==> src/flm_pkg.sv <==
// Shared types, character codes and sizes for the float literal matcher.
`default_nettype none
package flm_pkg;

   localparam int LENGTH_BITS_DEFAULT = 16;
   localparam int MATCH_LENGTH_BITS   = 16;
   localparam int CSR_INDEX_BITS      = 1;
   localparam int CSR_DATA_BITS       = 2;
   localparam int QUEUE_DEPTH         = 4;
   localparam int QUEUE_PTR_BITS      = $clog2(QUEUE_DEPTH);

   localparam logic [CSR_INDEX_BITS-1:0] CSR_SIGN_MODE      = 1'd0;
   localparam logic [CSR_INDEX_BITS-1:0] CSR_ALLOW_EXPONENT = 1'd1;

   localparam logic [1:0] SIGN_NONE      = 2'd0;
   localparam logic [1:0] SIGN_PLUS_MINUS = 2'd2;
   localparam logic [1:0] SIGN_MODE_RESET = 2'd1;

   localparam logic [7:0] CHAR_CASE_BIT = 8'h20;
   localparam logic [7:0] CHAR_LOWER_E  = 8'h65;
   localparam logic [7:0] CHAR_DOT      = 8'h2e;
   localparam logic [7:0] CHAR_ZERO     = 8'h30;
   localparam logic [7:0] CHAR_NINE     = 8'h39;
   localparam logic [7:0] CHAR_MINUS    = 8'h2d;
   localparam logic [7:0] CHAR_PLUS     = 8'h2b;

   typedef enum logic [2:0] {
      CLS_ZERO,
      CLS_DIGIT,
      CLS_DOT,
      CLS_MINUS,
      CLS_PLUS,
      CLS_EXP,
      CLS_OTHER
   } char_class_type;

   typedef enum logic [2:0] {
      PH_START,
      PH_INT,
      PH_FRAC,
      PH_EXP_MARK,
      PH_EXP_SIGN,
      PH_EXP_DIGITS
   } phase_type;

   typedef struct packed {
      char_class_type cls;
      logic           is_final;
      logic           empty_source;
   } q_entry_type;

   typedef struct packed {
      logic        valid;
      q_entry_type entry;
   } q_head_type;

   typedef struct packed {
      logic [1:0] sign_mode;
      logic       allow_exponent;
   } cfg_type;

endpackage
`default_nettype wire

==> src/flm_front.sv <==
// Front end: classifies each request byte and queues it for the scanner.
`default_nettype none
module flm_front (
   input  wire logic                clock,
   input  wire logic                reset,
   input  wire logic                req_valid,
   output logic                     req_ready,
   input  wire logic [7:0]          req_char_byte,
   input  wire logic                req_is_final,
   input  wire logic                req_empty_source,
   output flm_pkg::q_head_type      head,
   input  wire logic                pop
);
   import flm_pkg::*;

   q_entry_type               mem_ff [QUEUE_DEPTH];
   logic [QUEUE_PTR_BITS-1:0] wr_ptr_ff, wr_ptr_in;
   logic [QUEUE_PTR_BITS-1:0] rd_ptr_ff, rd_ptr_in;
   logic [QUEUE_PTR_BITS:0]   count_ff, count_in;
   q_entry_type               entry;
   logic                      push;
   logic                      do_pop;

   always_comb begin
      if (req_char_byte == CHAR_ZERO) begin
         entry.cls = CLS_ZERO;
      end else if (req_char_byte > CHAR_ZERO && req_char_byte <= CHAR_NINE) begin
         entry.cls = CLS_DIGIT;
      end else if (req_char_byte == CHAR_DOT) begin
         entry.cls = CLS_DOT;
      end else if (req_char_byte == CHAR_MINUS) begin
         entry.cls = CLS_MINUS;
      end else if (req_char_byte == CHAR_PLUS) begin
         entry.cls = CLS_PLUS;
      end else if ((req_char_byte | CHAR_CASE_BIT) == CHAR_LOWER_E) begin
         entry.cls = CLS_EXP;
      end else begin
         entry.cls = CLS_OTHER;
      end
      entry.is_final     = req_is_final;
      entry.empty_source = req_empty_source;
   end

   assign req_ready = (count_ff != (QUEUE_PTR_BITS+1)'(QUEUE_DEPTH));
   assign push      = req_valid && req_ready;
   assign do_pop    = pop && (count_ff != '0);

   assign head.valid = (count_ff != '0);
   assign head.entry = mem_ff[rd_ptr_ff];

   always_comb begin
      wr_ptr_in = push   ? wr_ptr_ff + QUEUE_PTR_BITS'(1) : wr_ptr_ff;
      rd_ptr_in = do_pop ? rd_ptr_ff + QUEUE_PTR_BITS'(1) : rd_ptr_ff;
      count_in  = count_ff;
      if (push && !do_pop) begin
         count_in = count_ff + (QUEUE_PTR_BITS+1)'(1);
      end else if (!push && do_pop) begin
         count_in = count_ff - (QUEUE_PTR_BITS+1)'(1);
      end
   end

   always_ff @(posedge clock) begin
      if (reset) begin
         wr_ptr_ff <= '0;
         rd_ptr_ff <= '0;
         count_ff  <= '0;
      end else begin
         wr_ptr_ff <= wr_ptr_in;
         rd_ptr_ff <= rd_ptr_in;
         count_ff  <= count_in;
      end
   end

   always_ff @(posedge clock) begin
      if (push) begin
         mem_ff[wr_ptr_ff] <= entry;
      end
   end

endmodule
`default_nettype wire

==> src/flm_back.sv <==
// Back end: literal scanner state machine and the result register.
`default_nettype none
module flm_back #(
   parameter int LENGTH_BITS = flm_pkg::LENGTH_BITS_DEFAULT
) (
   input  wire logic                                  clock,
   input  wire logic                                  reset,
   input  wire flm_pkg::q_head_type                   head,
   output logic                                       pop,
   input  wire flm_pkg::cfg_type                      cfg,
   output logic                                       rsp_valid,
   input  wire logic                                  rsp_ready,
   output logic [flm_pkg::MATCH_LENGTH_BITS-1:0]      rsp_match_length,
   output logic                                       rsp_length_saturated
);
   import flm_pkg::*;

   // counter stops at the smaller of the parameter range and the port range
   localparam int POS_BITS = (LENGTH_BITS > MATCH_LENGTH_BITS) ? MATCH_LENGTH_BITS
                                                              : LENGTH_BITS;

   phase_type             phase_ff, phase_in;
   logic [POS_BITS-1:0]   pos_ff, pos_in;
   logic [1:0]            cnt_ff, cnt_in;
   logic                  fzero_ff, fzero_in;
   logic                  dot_ff, dot_in;
   logic                  decided_ff, decided_in;
   logic                  sat_ff, sat_in;

   logic                          rsp_valid_ff, rsp_valid_in;
   logic [MATCH_LENGTH_BITS-1:0]  rsp_len_ff, rsp_len_in;
   logic                          rsp_sat_ff, rsp_sat_in;

   char_class_type cls;
   phase_type      eff;
   logic           fin, emp, is_dig, sign_take;
   logic           do_acc, mant_end, emit, ok;
   logic           slot_free;
   logic [POS_BITS-1:0] pos_res;
   logic           sat_res;

   assign cls       = head.entry.cls;
   assign fin       = head.entry.is_final;
   assign emp       = head.entry.empty_source;
   assign slot_free = !rsp_valid_ff || rsp_ready;

   always_comb begin
      phase_in   = phase_ff;
      pos_in     = pos_ff;
      cnt_in     = cnt_ff;
      fzero_in   = fzero_ff;
      dot_in     = dot_ff;
      decided_in = decided_ff;
      sat_in     = sat_ff;
      do_acc     = 1'b0;
      mant_end   = 1'b0;
      emit       = 1'b0;
      ok         = 1'b0;
      is_dig     = (cls == CLS_ZERO) || (cls == CLS_DIGIT);
      sign_take  = (phase_ff == PH_START) && (cfg.sign_mode != SIGN_NONE) &&
                   ((cls == CLS_MINUS) ||
                    (cfg.sign_mode == SIGN_PLUS_MINUS && cls == CLS_PLUS));
      eff        = (phase_ff == PH_START) ? PH_INT : phase_ff;

      if (!decided_ff && !(fin && emp)) begin
         if (sign_take) begin
            do_acc   = 1'b1;
            phase_in = PH_INT;
         end else begin
            phase_in = eff;
            case (eff)
               PH_INT: begin
                  if (is_dig) begin
                     if (cnt_ff != 2'd0 && fzero_ff) begin
                        emit = 1'b1;   // leading zero followed by a digit
                     end else begin
                        if (cnt_ff == 2'd0) begin
                           fzero_in = (cls == CLS_ZERO);
                        end
                        if (cnt_ff != 2'd2) begin
                           cnt_in = cnt_ff + 2'd1;
                        end
                        do_acc = 1'b1;
                     end
                  end else if (cls == CLS_DOT) begin
                     dot_in   = 1'b1;
                     do_acc   = 1'b1;
                     phase_in = PH_FRAC;
                  end else if (cnt_ff == 2'd0) begin
                     emit = 1'b1;
                  end else begin
                     mant_end = 1'b1;
                  end
               end
               PH_FRAC: begin
                  if (is_dig) begin
                     do_acc = 1'b1;
                  end else begin
                     mant_end = 1'b1;
                  end
               end
               PH_EXP_MARK: begin
                  if (cls == CLS_PLUS || cls == CLS_MINUS) begin
                     do_acc   = 1'b1;
                     phase_in = PH_EXP_SIGN;
                  end else if (is_dig) begin
                     do_acc   = 1'b1;
                     phase_in = PH_EXP_DIGITS;
                  end else begin
                     emit = 1'b1;
                  end
               end
               PH_EXP_SIGN: begin
                  if (is_dig) begin
                     do_acc   = 1'b1;
                     phase_in = PH_EXP_DIGITS;
                  end else begin
                     emit = 1'b1;
                  end
               end
               PH_EXP_DIGITS: begin
                  if (is_dig) begin
                     do_acc = 1'b1;
                  end else begin
                     emit = 1'b1;
                     ok   = 1'b1;
                  end
               end
               default: begin
                  emit = 1'b1;
               end
            endcase
            if (mant_end) begin
               if (cfg.allow_exponent && cls == CLS_EXP) begin
                  do_acc   = 1'b1;
                  phase_in = PH_EXP_MARK;
               end else begin
                  emit = 1'b1;
                  ok   = 1'b1;
               end
            end
         end
      end

      if (do_acc) begin
         if (pos_ff == '1) begin
            sat_in = 1'b1;
         end else begin
            pos_in = pos_ff + POS_BITS'(1);
         end
      end

      // length and flag as they stand before the source is cleared
      pos_res = pos_in;
      sat_res = sat_in;

      // end of source closes whatever is still open
      if (!decided_ff && !emit && fin) begin
         emit = 1'b1;
         case (phase_in)
            PH_INT:                 ok = (cnt_in != 2'd0) || dot_in;
            PH_FRAC, PH_EXP_DIGITS: ok = 1'b1;
            default:                ok = 1'b0;
         endcase
      end

      if (emit) begin
         decided_in = 1'b1;
      end

      if (fin) begin
         phase_in   = PH_START;
         pos_in     = '0;
         cnt_in     = 2'd0;
         fzero_in   = 1'b0;
         dot_in     = 1'b0;
         decided_in = 1'b0;
         sat_in     = 1'b0;
      end
   end

   assign pop = head.valid && (!emit || slot_free);

   always_comb begin
      rsp_valid_in = rsp_valid_ff && !rsp_ready;
      rsp_len_in   = rsp_len_ff;
      rsp_sat_in   = rsp_sat_ff;
      if (pop && emit) begin
         rsp_valid_in = 1'b1;
         rsp_len_in   = ok ? MATCH_LENGTH_BITS'(pos_res) : '0;
         rsp_sat_in   = ok && sat_res;
      end
   end

   always_ff @(posedge clock) begin
      if (reset) begin
         phase_ff     <= PH_START;
         pos_ff       <= '0;
         cnt_ff       <= 2'd0;
         fzero_ff     <= 1'b0;
         dot_ff       <= 1'b0;
         decided_ff   <= 1'b0;
         sat_ff       <= 1'b0;
         rsp_valid_ff <= 1'b0;
      end else begin
         if (pop) begin
            phase_ff   <= phase_in;
            pos_ff     <= pos_in;
            cnt_ff     <= cnt_in;
            fzero_ff   <= fzero_in;
            dot_ff     <= dot_in;
            decided_ff <= decided_in;
            sat_ff     <= sat_in;
         end
         rsp_valid_ff <= rsp_valid_in;
      end
   end

   always_ff @(posedge clock) begin
      rsp_len_ff <= rsp_len_in;
      rsp_sat_ff <= rsp_sat_in;
   end

   assign rsp_valid            = rsp_valid_ff;
   assign rsp_match_length     = rsp_len_ff;
   assign rsp_length_saturated = rsp_sat_ff;

endmodule
`default_nettype wire

==> src/float_literal_matcher.sv <==
// Top level of the float literal matcher: CSR block, front end and scanner.
// Streams one source byte per request and returns, once per source, the
// length of the floating-point literal at its start (0 when there is none).
// The front end classifies each byte and writes it into a four-entry queue;
// the scanner takes one queued request per cycle while no result waits on
// rsp_ready, so the block then sustains one request per clock. A deciding
// request passes through the queue and then the output register before
// rsp_valid rises. The result sits in an output register; the queue
// keeps taking requests while that register waits for rsp_ready. Requests
// after the decision are swallowed up to the one with is_final. Lengths stop
// at 2^LENGTH_BITS-1 (at most 65535) with rsp_length_saturated set.
// CSR writes are always ready and should be made only while idle.
`default_nettype none
module float_literal_matcher #(
   parameter int LENGTH_BITS = flm_pkg::LENGTH_BITS_DEFAULT
) (
   input  wire logic                                  clock,
   input  wire logic                                  reset,
   // request channel
   input  wire logic                                  req_valid,
   output logic                                       req_ready,
   input  wire logic [7:0]                            req_char_byte,
   input  wire logic                                  req_is_final,
   input  wire logic                                  req_empty_source,
   // result channel
   output logic                                       rsp_valid,
   input  wire logic                                  rsp_ready,
   output logic [flm_pkg::MATCH_LENGTH_BITS-1:0]      rsp_match_length,
   output logic                                       rsp_length_saturated,
   // CSR write channel
   input  wire logic                                  csr_valid,
   output logic                                       csr_ready,
   input  wire logic [flm_pkg::CSR_INDEX_BITS-1:0]    csr_index,
   input  wire logic [flm_pkg::CSR_DATA_BITS-1:0]     csr_data
);
   import flm_pkg::*;

   cfg_type    cfg_ff, cfg_in;
   q_head_type head;
   logic       pop;

   assign csr_ready = 1'b1;

   // register 0 is the sign policy, register 1 the exponent enable
   always_comb begin
      cfg_in = cfg_ff;
      if (csr_valid) begin
         case (csr_index)
            CSR_SIGN_MODE:      cfg_in.sign_mode      = csr_data;
            CSR_ALLOW_EXPONENT: cfg_in.allow_exponent = csr_data[0];
            default:            cfg_in = cfg_ff;
         endcase
      end
   end

   always_ff @(posedge clock) begin
      if (reset) begin
         cfg_ff.sign_mode      <= SIGN_MODE_RESET;
         cfg_ff.allow_exponent <= 1'b1;
      end else begin
         cfg_ff <= cfg_in;
      end
   end

   flm_front u_front (
      .clock            (clock),
      .reset            (reset),
      .req_valid        (req_valid),
      .req_ready        (req_ready),
      .req_char_byte    (req_char_byte),
      .req_is_final     (req_is_final),
      .req_empty_source (req_empty_source),
      .head             (head),
      .pop              (pop)
   );

   flm_back #(
      .LENGTH_BITS (LENGTH_BITS)
   ) u_back (
      .clock                (clock),
      .reset                (reset),
      .head                 (head),
      .pop                  (pop),
      .cfg                  (cfg_ff),
      .rsp_valid            (rsp_valid),
      .rsp_ready            (rsp_ready),
      .rsp_match_length     (rsp_match_length),
      .rsp_length_saturated (rsp_length_saturated)
   );

endmodule
`default_nettype wire
==> config.mk <==
export PLATFORM = sky130hd
export DESIGN_NAME = float_literal_matcher
export DESIGN_NICKNAME = d
export VERILOG_FILES = /design/src/flm_pkg.sv /design/src/flm_front.sv /design/src/flm_back.sv /design/src/float_literal_matcher.sv
export SDC_FILE = /design/constraint.sdc
export NUM_CORES = 1
export LEC_CHECK = 0
export BUFFER_PORTS_ARGS = -buffer_cell sky130_fd_sc_hd__buf_4
export CORE_MARGIN = 2
export CORE_UTILIZATION = 55
export DETAILED_ROUTE_END_ITERATION = 8
export HOLD_SLACK_MARGIN = 0.12
export PLACE_DENSITY = 0.81
export RECOVER_POWER = 50
export SETUP_SLACK_MARGIN = 0.15
export SLEW_MARGIN = 20
export SYNTH_ARGS = -nofsm -noshare
export SYNTH_HDL_FRONTEND = slang
export SYNTH_SLANG_ARGS = --single-unit
==> constraint.sdc <==
create_clock -name clock -period 6.5 [get_ports clock]
set_clock_uncertainty 0.1 [all_clocks]
set_input_delay 1.3 -clock clock [delete_from_list [all_inputs] [get_ports clock]]
set_output_delay 1.3 -clock clock [all_outputs]
set_load 0.03 [all_outputs]
==> metrics, run 1 <==
result of the run=finished, final reports clean; detailed router's first-iteration violation count=262; static leakage=0.00157 µW; most used cell, CP=sky130_fd_sc_hd__a21oi_1; Crit. End Element=flip-flop; number of port buffers=36; count of flip-flops with a built-in enable after synthesis=37; post-layout total power=1850 µW; number of buffers inserted to repair setup after CTS=0; path type of the worst min-delay path=reg2reg; commonest non-fill, non-tap cells in the layout=54 x sky130_fd_sc_hd__nor2_1, 38 x sky130_fd_sc_hd__dfxtp_1, 37 x sky130_fd_sc_hd__edfxtp_1; final HPWL from detailed placement=5990 µm; worst-path cell chain=mux4_2, a21oi_1, nand3_1, a31o_2, a21o_1, inv_2, ha_1, inv_1, fa_1, xor2_1, or3_1, a21oi_1; global-route congestion overflow total=0; aggregate routed wire length=8540 µm; buffer depth of the longest clock path=2; Clock Sink Count=75; Crit-path slowest cell=sky130_fd_sc_hd__a21oi_1; Cell Count Post-Placement=526; starting density of the core=0.560; startpoint-to-endpoint class of the critical path=reg2reg; Hold Violations, Final=0; final period demand of the worst path=4.54 ns; cell chosen for the clock root=sky130_fd_sc_hd__clkbuf_8; asr flop ratio synth=0; VDD IR max=0.307 mV; number of instances resized during post-cts repair=0; dominant synthesized flop cell=sky130_fd_sc_hd__dfxtp_1; worst endpoint required time=6.67 ns; number of buffers added by the clock tree synthesis step=9; transition at the pin with the smallest max-transition slack=0.996 ns; Die Y=89.3 µm; CP max stage delay=0.74 ns; endpoints failing setup=0; I/O pin total=38; Max H-tree Level=3; period utilisation layout=0.699; cell count after synthesis=412; latest clock arrival within the worst-skew pair=0.35 ns; Max-Slew Margin vs Limit=0.336; post-synthesis register bit count=75; crit-path max FO=14; DP Area=0.00429 mm²; timing-limited maximum frequency=220 MHz; sequential cell area fraction in the yosys report=0.468; Worst Setup Start Kind=flip-flop; Hold Buf Count CTS=0; share of final-layout standard cells stronger than drive strength 1=0.102; residual DRC count=0; count of vias placed by the detailed router=3251; initial antenna violation count=0; core area=0.00714 mm²; RSZ-0062 raised after global routing=false; average size of a mapped cell=9.71 µm²; vias in the first global route=2866; setup TNS after final layout=0 ns; net count after synthesis=438; areal power density over the cells=421 mW/mm²; CTS tree=built; post-DR vias/cell=6.00; number of pins exceeding their max-slew limit in the final report=0; Synthesis Warnings=0; mean routed wirelength per cell=15.8 µm; data arrival at the endpoint of the critical path=4.71 ns; Final Cell Area=0.00440 mm²; Antenna Diode Count=0; All-Layer GR Usage=0.223; Routed Antenna Nets=0; Layout Cells excl Fill=542; clock slew at the register clock pins of the worst setup and hold paths=0.08 ns; post-synth cell types=66; count of TritonRoute iterations in the first routing pass=5; die footprint=0.00797 mm²; commonest non-fill, non-tap cell in the layout=sky130_fd_sc_hd__nor2_1; area of the mapped netlist=0.00400 mm²; Die W=89.3 µm; wire length of the first global-routing pass=13600 µm; FP Rows=31; layout overhead on the synthesized area=10.0%; largest net degree at the start of global routing=21; net total in the final layout=464; Max-Cap Viols=0; final estimated routing congestion in global placement=0.878
-- through the flow --
step	util	hold WS (ns)	worst slack, ns
floorplan	-	0.337	2.80
global placement	0.602	0.349	2.19
detailed placement	0.602	0.356	1.99
CTS	0.630	0.371	1.98
global route	0.617	0.405	1.61
finish	0.617	0.369	1.96
-- state kept, by name, summed over array words and instances, names as in the netlist, 2 cells and up, named ones only --
name                     count
u_back.phase_ff              3
u_front.rd_ptr_ff            2
cfg_ff                       3
u_back.rsp_match_length     16
u_front.mem_ff              20
u_back.pos_ff               16
u_front.wr_ptr_ff            2
u_back.cnt_ff                2
u_front.count_ff             3
-- worst max-delay path: cells and delay by family (launching register included) --
| family | cells | cell delay, ns |
|---|---|---|
| flops | 1 | 0.55 |
| buf+inv | 2 | 0.32 |
| simple gates | 2 | 0.54 |
| fa+ha+maj | 2 | 0.62 |
| xor+xnor | 1 | 0.16 |
| compound gates | 4 | 1.49 |
| mux | 1 | 0.70 |
-- report_power, final --
group	switching [µW]	internal, µW
clock network	181	188
registers	62.7	624
logic	554	244
-- cell families after synthesis --
family,Yosys count,share of synthesized area
compound gates,91,0.158
xor+xnor,16,0.0350
fa+ha+maj,8,0.0269
buf+inv,37,0.0419
flops,75,0.468
mux,18,0.0610
other cells,1,0.000937
simple gates,166,0.209
-- worst paths after layout --
check / startpoint / end / slack, ns / depth (start not counted)
setup reg to reg: flip-flop / u_front.count_ff[2] / 1.96 / 12
hold / removal: u_back.fzero_ff / u_back.fzero_ff / 0.37 / 2
setup / recovery: flip-flop / u_front.count_ff[2] / 1.96 / 12
hold reg to reg: u_back.fzero_ff / u_back.fzero_ff / 0.37 / 2
-- per-layer routing --
| metal | GRT usage | vias up | wire (µm) |
|---|---|---|---|
| met5 | 0 | - | 0 |
| met4 | 0.0882 | 0 | 187 |
| met3 | 0.0526 | 21 | 542 |
| met2 | 0.365 | 135 | 4100 |
| met1 | 0.286 | 1539 | 3710 |
| li1 | - | 1556 | - |
-- Yosys cell counts (2+ instances only) --
library cell	number	share of area
sky130_fd_sc_hd__nor2_1	54	0.051
sky130_fd_sc_hd__dfxtp_1	38	0.19
sky130_fd_sc_hd__edfxtp_1	37	0.28
sky130_fd_sc_hd__nand2_1	32	0.030
sky130_fd_sc_hd__a21oi_1	23	0.029
sky130_fd_sc_hd__o21ai_0	19	0.024
sky130_fd_sc_hd__inv_1	13	0.012
sky130_fd_sc_hd__and3_1	12	0.019
sky130_fd_sc_hd__mux2i_1	12	0.030
sky130_fd_sc_hd__nor3_1	12	0.015
sky130_fd_sc_hd__clkbuf_1	11	0.010
sky130_fd_sc_hd__nand3_1	11	0.014
sky130_fd_sc_hd__xnor2_1	10	0.022
sky130_fd_sc_hd__a31oi_1	9	0.014
sky130_fd_sc_hd__or3_1	9	0.014
sky130_fd_sc_hd__buf_2	8	0.010
sky130_fd_sc_hd__ha_1	7	0.022
sky130_fd_sc_hd__xor2_1	6	0.013
sky130_fd_sc_hd__a211o_1	5	0.011
sky130_fd_sc_hd__mux4_2	5	0.028
sky130_fd_sc_hd__nand4_1	5	0.0078
sky130_fd_sc_hd__nor2b_1	5	0.0078
sky130_fd_sc_hd__nand2b_1	4	0.0063
sky130_fd_sc_hd__nor3b_1	4	0.0075
sky130_fd_sc_hd__a31o_2	3	0.0066
sky130_fd_sc_hd__a41o_1	3	0.0075
sky130_fd_sc_hd__nor4b_1	3	0.0066
sky130_fd_sc_hd__o211ai_1	3	0.0056
sky130_fd_sc_hd__o21a_1	3	0.0056
sky130_fd_sc_hd__a211oi_1	2	0.0038
sky130_fd_sc_hd__a21o_1	2	0.0038
sky130_fd_sc_hd__a41oi_1	2	0.0044
sky130_fd_sc_hd__and4b_1	2	0.0050
sky130_fd_sc_hd__buf_6	2	0.0056
sky130_fd_sc_hd__nand3b_1	2	0.0038
sky130_fd_sc_hd__o21bai_1	2	0.0038
sky130_fd_sc_hd__o2bb2ai_1	2	0.0044
sky130_fd_sc_hd__or2_2	2	0.0031
-- cell type report --
| type | instances | area [µm²] |
|---|---|---|
| Timing Repair Buffer | 38 | 191 |
| Multi-Input combinational cell | 300 | 1960 |
| Inverter | 14 | 52.6 |
| Tap cell | 99 | 124 |
| Clock inverter | 6 | 63.8 |
| Fill cell | 648 | 2740 |
| Clock buffer | 10 | 138 |
| Sequential cell | 75 | 1870 |
(Power assumes the default switching activity.)
==> inputs of run 2 (changes only) <==
==> constraint.sdc (replaced) <==
create_clock -name clock -period 4.7 [get_ports clock]
set_clock_uncertainty 0.1 [all_clocks]
set_input_delay 0.94 -clock clock [delete_from_list [all_inputs] [get_ports clock]]
set_output_delay 0.94 -clock clock [all_outputs]
set_load 0.03 [all_outputs]
==> run 2 against run 1 <==
  * Sequential cell count stayed put
  * Design area is the same
  * Worst hold slack better by 0.018 ns
  * Critical path depth is 1 higher
  * Combinational power grew 40%
  * Sequential share of layout area is the same
  * Critical path type unchanged
  * Sequential power grew 39%
  * Highest routed layer unchanged
  * Largest power group unchanged
  * Global-route usage grew 0.99 points
  * Register-to-register slack got worse by 1.4 ns
  * Routed wire length rose by 1.5%
  * Cell count rose by 0.37%
  * Critical endpoint unchanged
==> metrics, run 2 (same netlist as run 1, synthesis figures left out) <==
final HPWL from detailed placement=6280 µm; global-route congestion overflow total=0; Hold Violations, Final=0; post-layout total power=2570 µW; endpoints failing setup=0; static leakage=0.00159 µW; Die Y=89.3 µm; die footprint=0.00797 mm²; cell chosen for the clock root=sky130_fd_sc_hd__clkbuf_8; CTS tree=built; Worst Setup Start Kind=flip-flop; Antenna Diode Count=0; All-Layer GR Usage=0.233; clock slew at the register clock pins of the worst setup and hold paths=0.08 ns; commonest non-fill, non-tap cell in the layout=sky130_fd_sc_hd__nor2_1; count of vias placed by the detailed router=3217; latest clock arrival within the worst-skew pair=0.35 ns; Crit-path slowest cell=sky130_fd_sc_hd__mux4_2; register-to-register setup slack=0.58 ns; register containing the most flip-flops in the final layout=u_front.mem_ff; initial antenna violation count=0; number of buffers added by the clock tree synthesis step=9; Max H-tree Level=3; Hold Buf Count CTS=0; timing-limited maximum frequency=243 MHz; commonest non-fill, non-tap cells in the layout=54 x sky130_fd_sc_hd__nor2_1, 38 x sky130_fd_sc_hd__dfxtp_1, 37 x sky130_fd_sc_hd__edfxtp_1; core area=0.00714 mm²; Die W=89.3 µm; detailed router's first-iteration violation count=280; Core Util, Final=0.617; final estimated routing congestion in global placement=0.908; share of final-layout standard cells stronger than drive strength 1=0.106; period utilisation layout=0.876; count of TritonRoute iterations in the first routing pass=4; RSZ-0062 raised after global routing=false; areal power density over the cells=585 mW/mm²; layout overhead on the synthesized area=10.0%; VDD IR max=0.287 mV; number of instances resized during post-cts repair=0; transition at the pin with the smallest max-transition slack=0.913 ns; worst-path cell chain=mux4_2, mux2i_1, nor2_1, a311oi_1, a31o_2, a21o_1, inv_2, ha_1, inv_1, fa_1, xor2_1, or3_1, a21oi_1; Max-Slew Margin vs Limit=0.390; Clock Sink Count=75; mean routed wirelength per cell=15.9 µm; startpoint-to-endpoint class of the critical path=reg2reg; I/O pin total=38; number of pins exceeding their max-slew limit in the final report=0; data arrival at the endpoint of the critical path=4.29 ns; final period demand of the worst path=4.12 ns; setup TNS after final layout=0 ns; net total in the final layout=466; aggregate routed wire length=8670 µm; CP max stage delay=0.70 ns; number of port buffers=36; number of flip-flops in the largest register=20; FP Rows=31; largest net degree at the start of global routing=21; Max-Cap Viols=0; residual DRC count=0; vias in the first global route=3038; Routed Antenna Nets=0; Crit. End Element=flip-flop; worst endpoint required time=4.87 ns; buffer depth of the longest clock path=2; wire length of the first global-routing pass=14200 µm; result of the run=finished, final reports clean; path type of the worst min-delay path=reg2reg; number of buffers inserted to repair setup after CTS=0; starting density of the core=0.560; crit-path max FO=14; post-DR vias/cell=5.91
run 2: area by class of cell:
type | instances | area (µm²)
fill | 641 | 2740
multi-input combinational | 300 | 1940
sequential | 75 | 1870
timing repair buffer | 40 | 210
clock buffer | 9 | 124
tap | 99 | 124
clock inverter | 7 | 76.3
inverter | 14 | 52.6
run 2: report_power, final:
part           leakage [µW]  internal, µW  total, µW  switching [µW]
combinational      0.000823           353       1120             768
clock              0.000103           250        500             250
sequential         0.000660           863        952            89.5
total               0.00159          1470       2570            1110
run 2: per-layer routing:
| metal | share of wire | track usage | vias up |
|---|---|---|---|
| met2 | 0.50 | 0.400 | 101 |
| met5 | 0 | 0 | - |
| met4 | 0.023 | 0.0896 | 0 |
| li1 | - | - | 1564 |
| met1 | 0.42 | 0.287 | 1535 |
| met3 | 0.055 | 0.0499 | 17 |
run 2: final timing paths:
kind | start | to | cells after the start
min reg2reg | u_back.fzero_ff | u_back.fzero_ff | 2
max reg2reg | flip-flop | u_front.count_ff[2] | 13
min | u_back.fzero_ff | u_back.fzero_ff | 2
max | flip-flop | u_front.count_ff[2] | 13
run 2: stage by stage:
step / worst slack (ns) / area, µm² / hold WS, ns / instances
final: 0.582 / 4400 / 0.387 / 544
after global routing: 0.289 / 4400 / 0.414 / 544
after CTS: 0.747 / 4510 / 0.389 / 544
after detailed placement: 0.785 / 4310 / 0.370 / 528
after global placement: 0.915 / 4310 / 0.350 / 528
after floorplan: 1.00 / 4000 / 0.337 / 412
run 2: critical path, delay by kind of cell (launching register included):
kind | cells | cell delay, ns
AO/OA/AOI/OAI | 4 | 1.34
multiplexers | 2 | 0.95
flip-flops | 1 | 0.53
adder cells (fa/ha/maj) | 2 | 0.43
AND/OR/NAND/NOR | 2 | 0.38
buffers and inverters | 2 | 0.26
XOR/XNOR | 1 | 0.07
==> inputs of run 3 (changes only) <==
--- a/config.mk
+++ b/config.mk
@@ -7,10 +7,10 @@
 export LEC_CHECK = 0
 export BUFFER_PORTS_ARGS = -buffer_cell sky130_fd_sc_hd__buf_4
 export CORE_MARGIN = 2
-export CORE_UTILIZATION = 55
+export CORE_UTILIZATION = 30
 export DETAILED_ROUTE_END_ITERATION = 8
 export HOLD_SLACK_MARGIN = 0.12
-export PLACE_DENSITY = 0.81
+export PLACE_DENSITY = 0.51
 export RECOVER_POWER = 50
 export SETUP_SLACK_MARGIN = 0.15
 export SLEW_MARGIN = 20
==> run 3 against run 2 <==
  * Die area rose by 79%
  * Global-route usage fell by 9.5 points
  * Sequential power is essentially flat
  * Non-clock buffer count is 1 lower
  * Largest power group unchanged
  * Critical endpoint unchanged
==> metrics, run 3 (same netlist as run 1, synthesis figures left out) <==
result of the run=finished, final reports clean; FP Rows=42; Clock Sink Count=75; Die Y=119 µm; aggregate routed wire length=9270 µm; post-place setup slack=0.694 ns; least setup slack across all paths after layout=0.612 ns; Worst Setup Start Kind=flip-flop; global-route congestion overflow total=0; Max-Slew Margin vs Limit=0.347; I/O pin total=38; All-Layer GR Usage=0.138; worst endpoint required time=4.85 ns; setup TNS after final layout=0 ns; Antenna Diode Count=0; Max H-tree Level=3; Routed Antenna Nets=0; crit-path max FO=14; data arrival at the endpoint of the critical path=4.24 ns; end of the worst hold path=u_back.fzero_ff; timing-limited maximum frequency=245 MHz; detailed router's first-iteration violation count=147; net total in the final layout=465; number of buffers inserted to repair setup after CTS=0; number of instances resized during post-cts repair=0; number of buffers added by the clock tree synthesis step=9; share of final-layout standard cells stronger than drive strength 1=0.108; residual DRC count=0; commonest non-fill, non-tap cell in the layout=sky130_fd_sc_hd__nor2_1; path type of the worst min-delay path=reg2reg; starting density of the core=0.304; RSZ-0062 raised after global routing=false; mean routed wirelength per cell=15.0 µm; Max-Cap Viols=0; startpoint-to-endpoint class of the critical path=reg2reg; clock slew at the register clock pins of the worst setup and hold paths=0.06 ns; register-to-register setup slack=0.61 ns; core area=0.0131 mm²; Die W=119 µm; latest clock arrival within the worst-skew pair=0.34 ns; launch instance of the worst min-delay path=u_back.fzero_ff; number of pins exceeding their max-slew limit in the final report=0; vias in the first global route=3085; Worst Hold Path Cells=2; die footprint=0.0143 mm²; commonest non-fill, non-tap cells in the layout=54 x sky130_fd_sc_hd__nor2_1, 38 x sky130_fd_sc_hd__dfxtp_1, 37 x sky130_fd_sc_hd__edfxtp_1; largest net degree at the start of global routing=21; final estimated routing congestion in global placement=0.826; endpoints failing setup=0; number of port buffers=36; final period demand of the worst path=4.09 ns; CTS tree=built; buffer depth of the longest clock path=2; Hold Buf Count CTS=0; transition at the pin with the smallest max-transition slack=0.979 ns; register containing the most flip-flops in the final layout=u_front.mem_ff; static leakage=0.00163 µW; period utilisation layout=0.870; initial antenna violation count=0; Hold Violations, Final=0; wire length of the first global-routing pass=15500 µm; final HPWL from detailed placement=6690 µm; areal power density over the cells=610 mW/mm²; count of vias placed by the detailed router=3110; count of TritonRoute iterations in the first routing pass=6; VDD IR max=0.246 mV; worst flop-to-flop path endpoint=u_front.count_ff[2]; cell chosen for the clock root=sky130_fd_sc_hd__clkbuf_16; Crit. End Element=flip-flop; post-DR vias/cell=5.02; number of flip-flops in the largest register=20; number of cell instances on the worst register-to-register path=13; layout overhead on the synthesized area=15.4%
## run 3: critical path, cell delays in order (launching register included)
cell and delay [ns]:
sky130_fd_sc_hd__dfxtp_1 0.53, sky130_fd_sc_hd__mux4_2 0.70, sky130_fd_sc_hd__mux2i_1 0.23, sky130_fd_sc_hd__nor2_1 0.06
sky130_fd_sc_hd__a311oi_1 0.50, sky130_fd_sc_hd__a31o_2 0.30, sky130_fd_sc_hd__a21o_1 0.33, sky130_fd_sc_hd__inv_2 0.18
sky130_fd_sc_hd__ha_1 0.26, sky130_fd_sc_hd__inv_1 0.07, sky130_fd_sc_hd__fa_1 0.18, sky130_fd_sc_hd__xor2_1 0.07
sky130_fd_sc_hd__or3_1 0.31, sky130_fd_sc_hd__a21oi_1 0.16
## run 3: report_power, final
group / total (µW) / switching (µW) / internal [µW]
clock: 729 / 267 / 462
sequential: 955 / 91.1 / 864
combinational: 1130 / 779 / 352
## run 3: cell type report
cell class / instances / area [µm²]
Tap cell: 176 / 220
Fill cell: 1348 / 8520
Timing Repair Buffer: 39 / 206
Clock buffer: 9 / 225
Clock inverter: 7 / 90.1
Multi-Input combinational cell: 300 / 1950
Sequential cell: 75 / 1870
Inverter: 14 / 52.6
## run 3: per-stage QoR
| step | utilization | total power, µW | cell area (µm²) | instances | hold WS, ns |
|---|---|---|---|---|---|
| floorplan | - | 1830 | 4000 | 412 | 0.337 |
| global placement | 0.335 | 2160 | 4400 | 604 | 0.349 |
| detailed placement | 0.335 | 2180 | 4400 | 604 | 0.366 |
| CTS | 0.359 | 2920 | 4720 | 620 | 0.375 |
| global route | 0.351 | 2990 | 4610 | 620 | 0.412 |
| finish | 0.351 | 2820 | 4610 | 620 | 0.379 |
## run 3: how the worst max path moves through the flow
stage / from / to / slack (ns) / cells past startpoint
after floorplan: flip-flop / u_back.rsp_length_saturated / 1.00 / 12
after global placement: flip-flop / u_front.count_ff[2] / 0.88 / 12
after global routing: flip-flop / u_front.count_ff[2] / 0.30 / 13
final: flip-flop / u_front.count_ff[2] / 0.61 / 13
after detailed placement: flip-flop / u_front.count_ff[2] / 0.69 / 12
after CTS: flip-flop / u_front.count_ff[2] / 0.66 / 12
## run 3: metal layers
metal,wire (µm),track usage,vias up
met2,4540,0.236,63
met5,0,0,-
met1,4190,0.165,1467
met3,353,0.0307,13
li1,-,-,1567
met4,189,0.0618,0
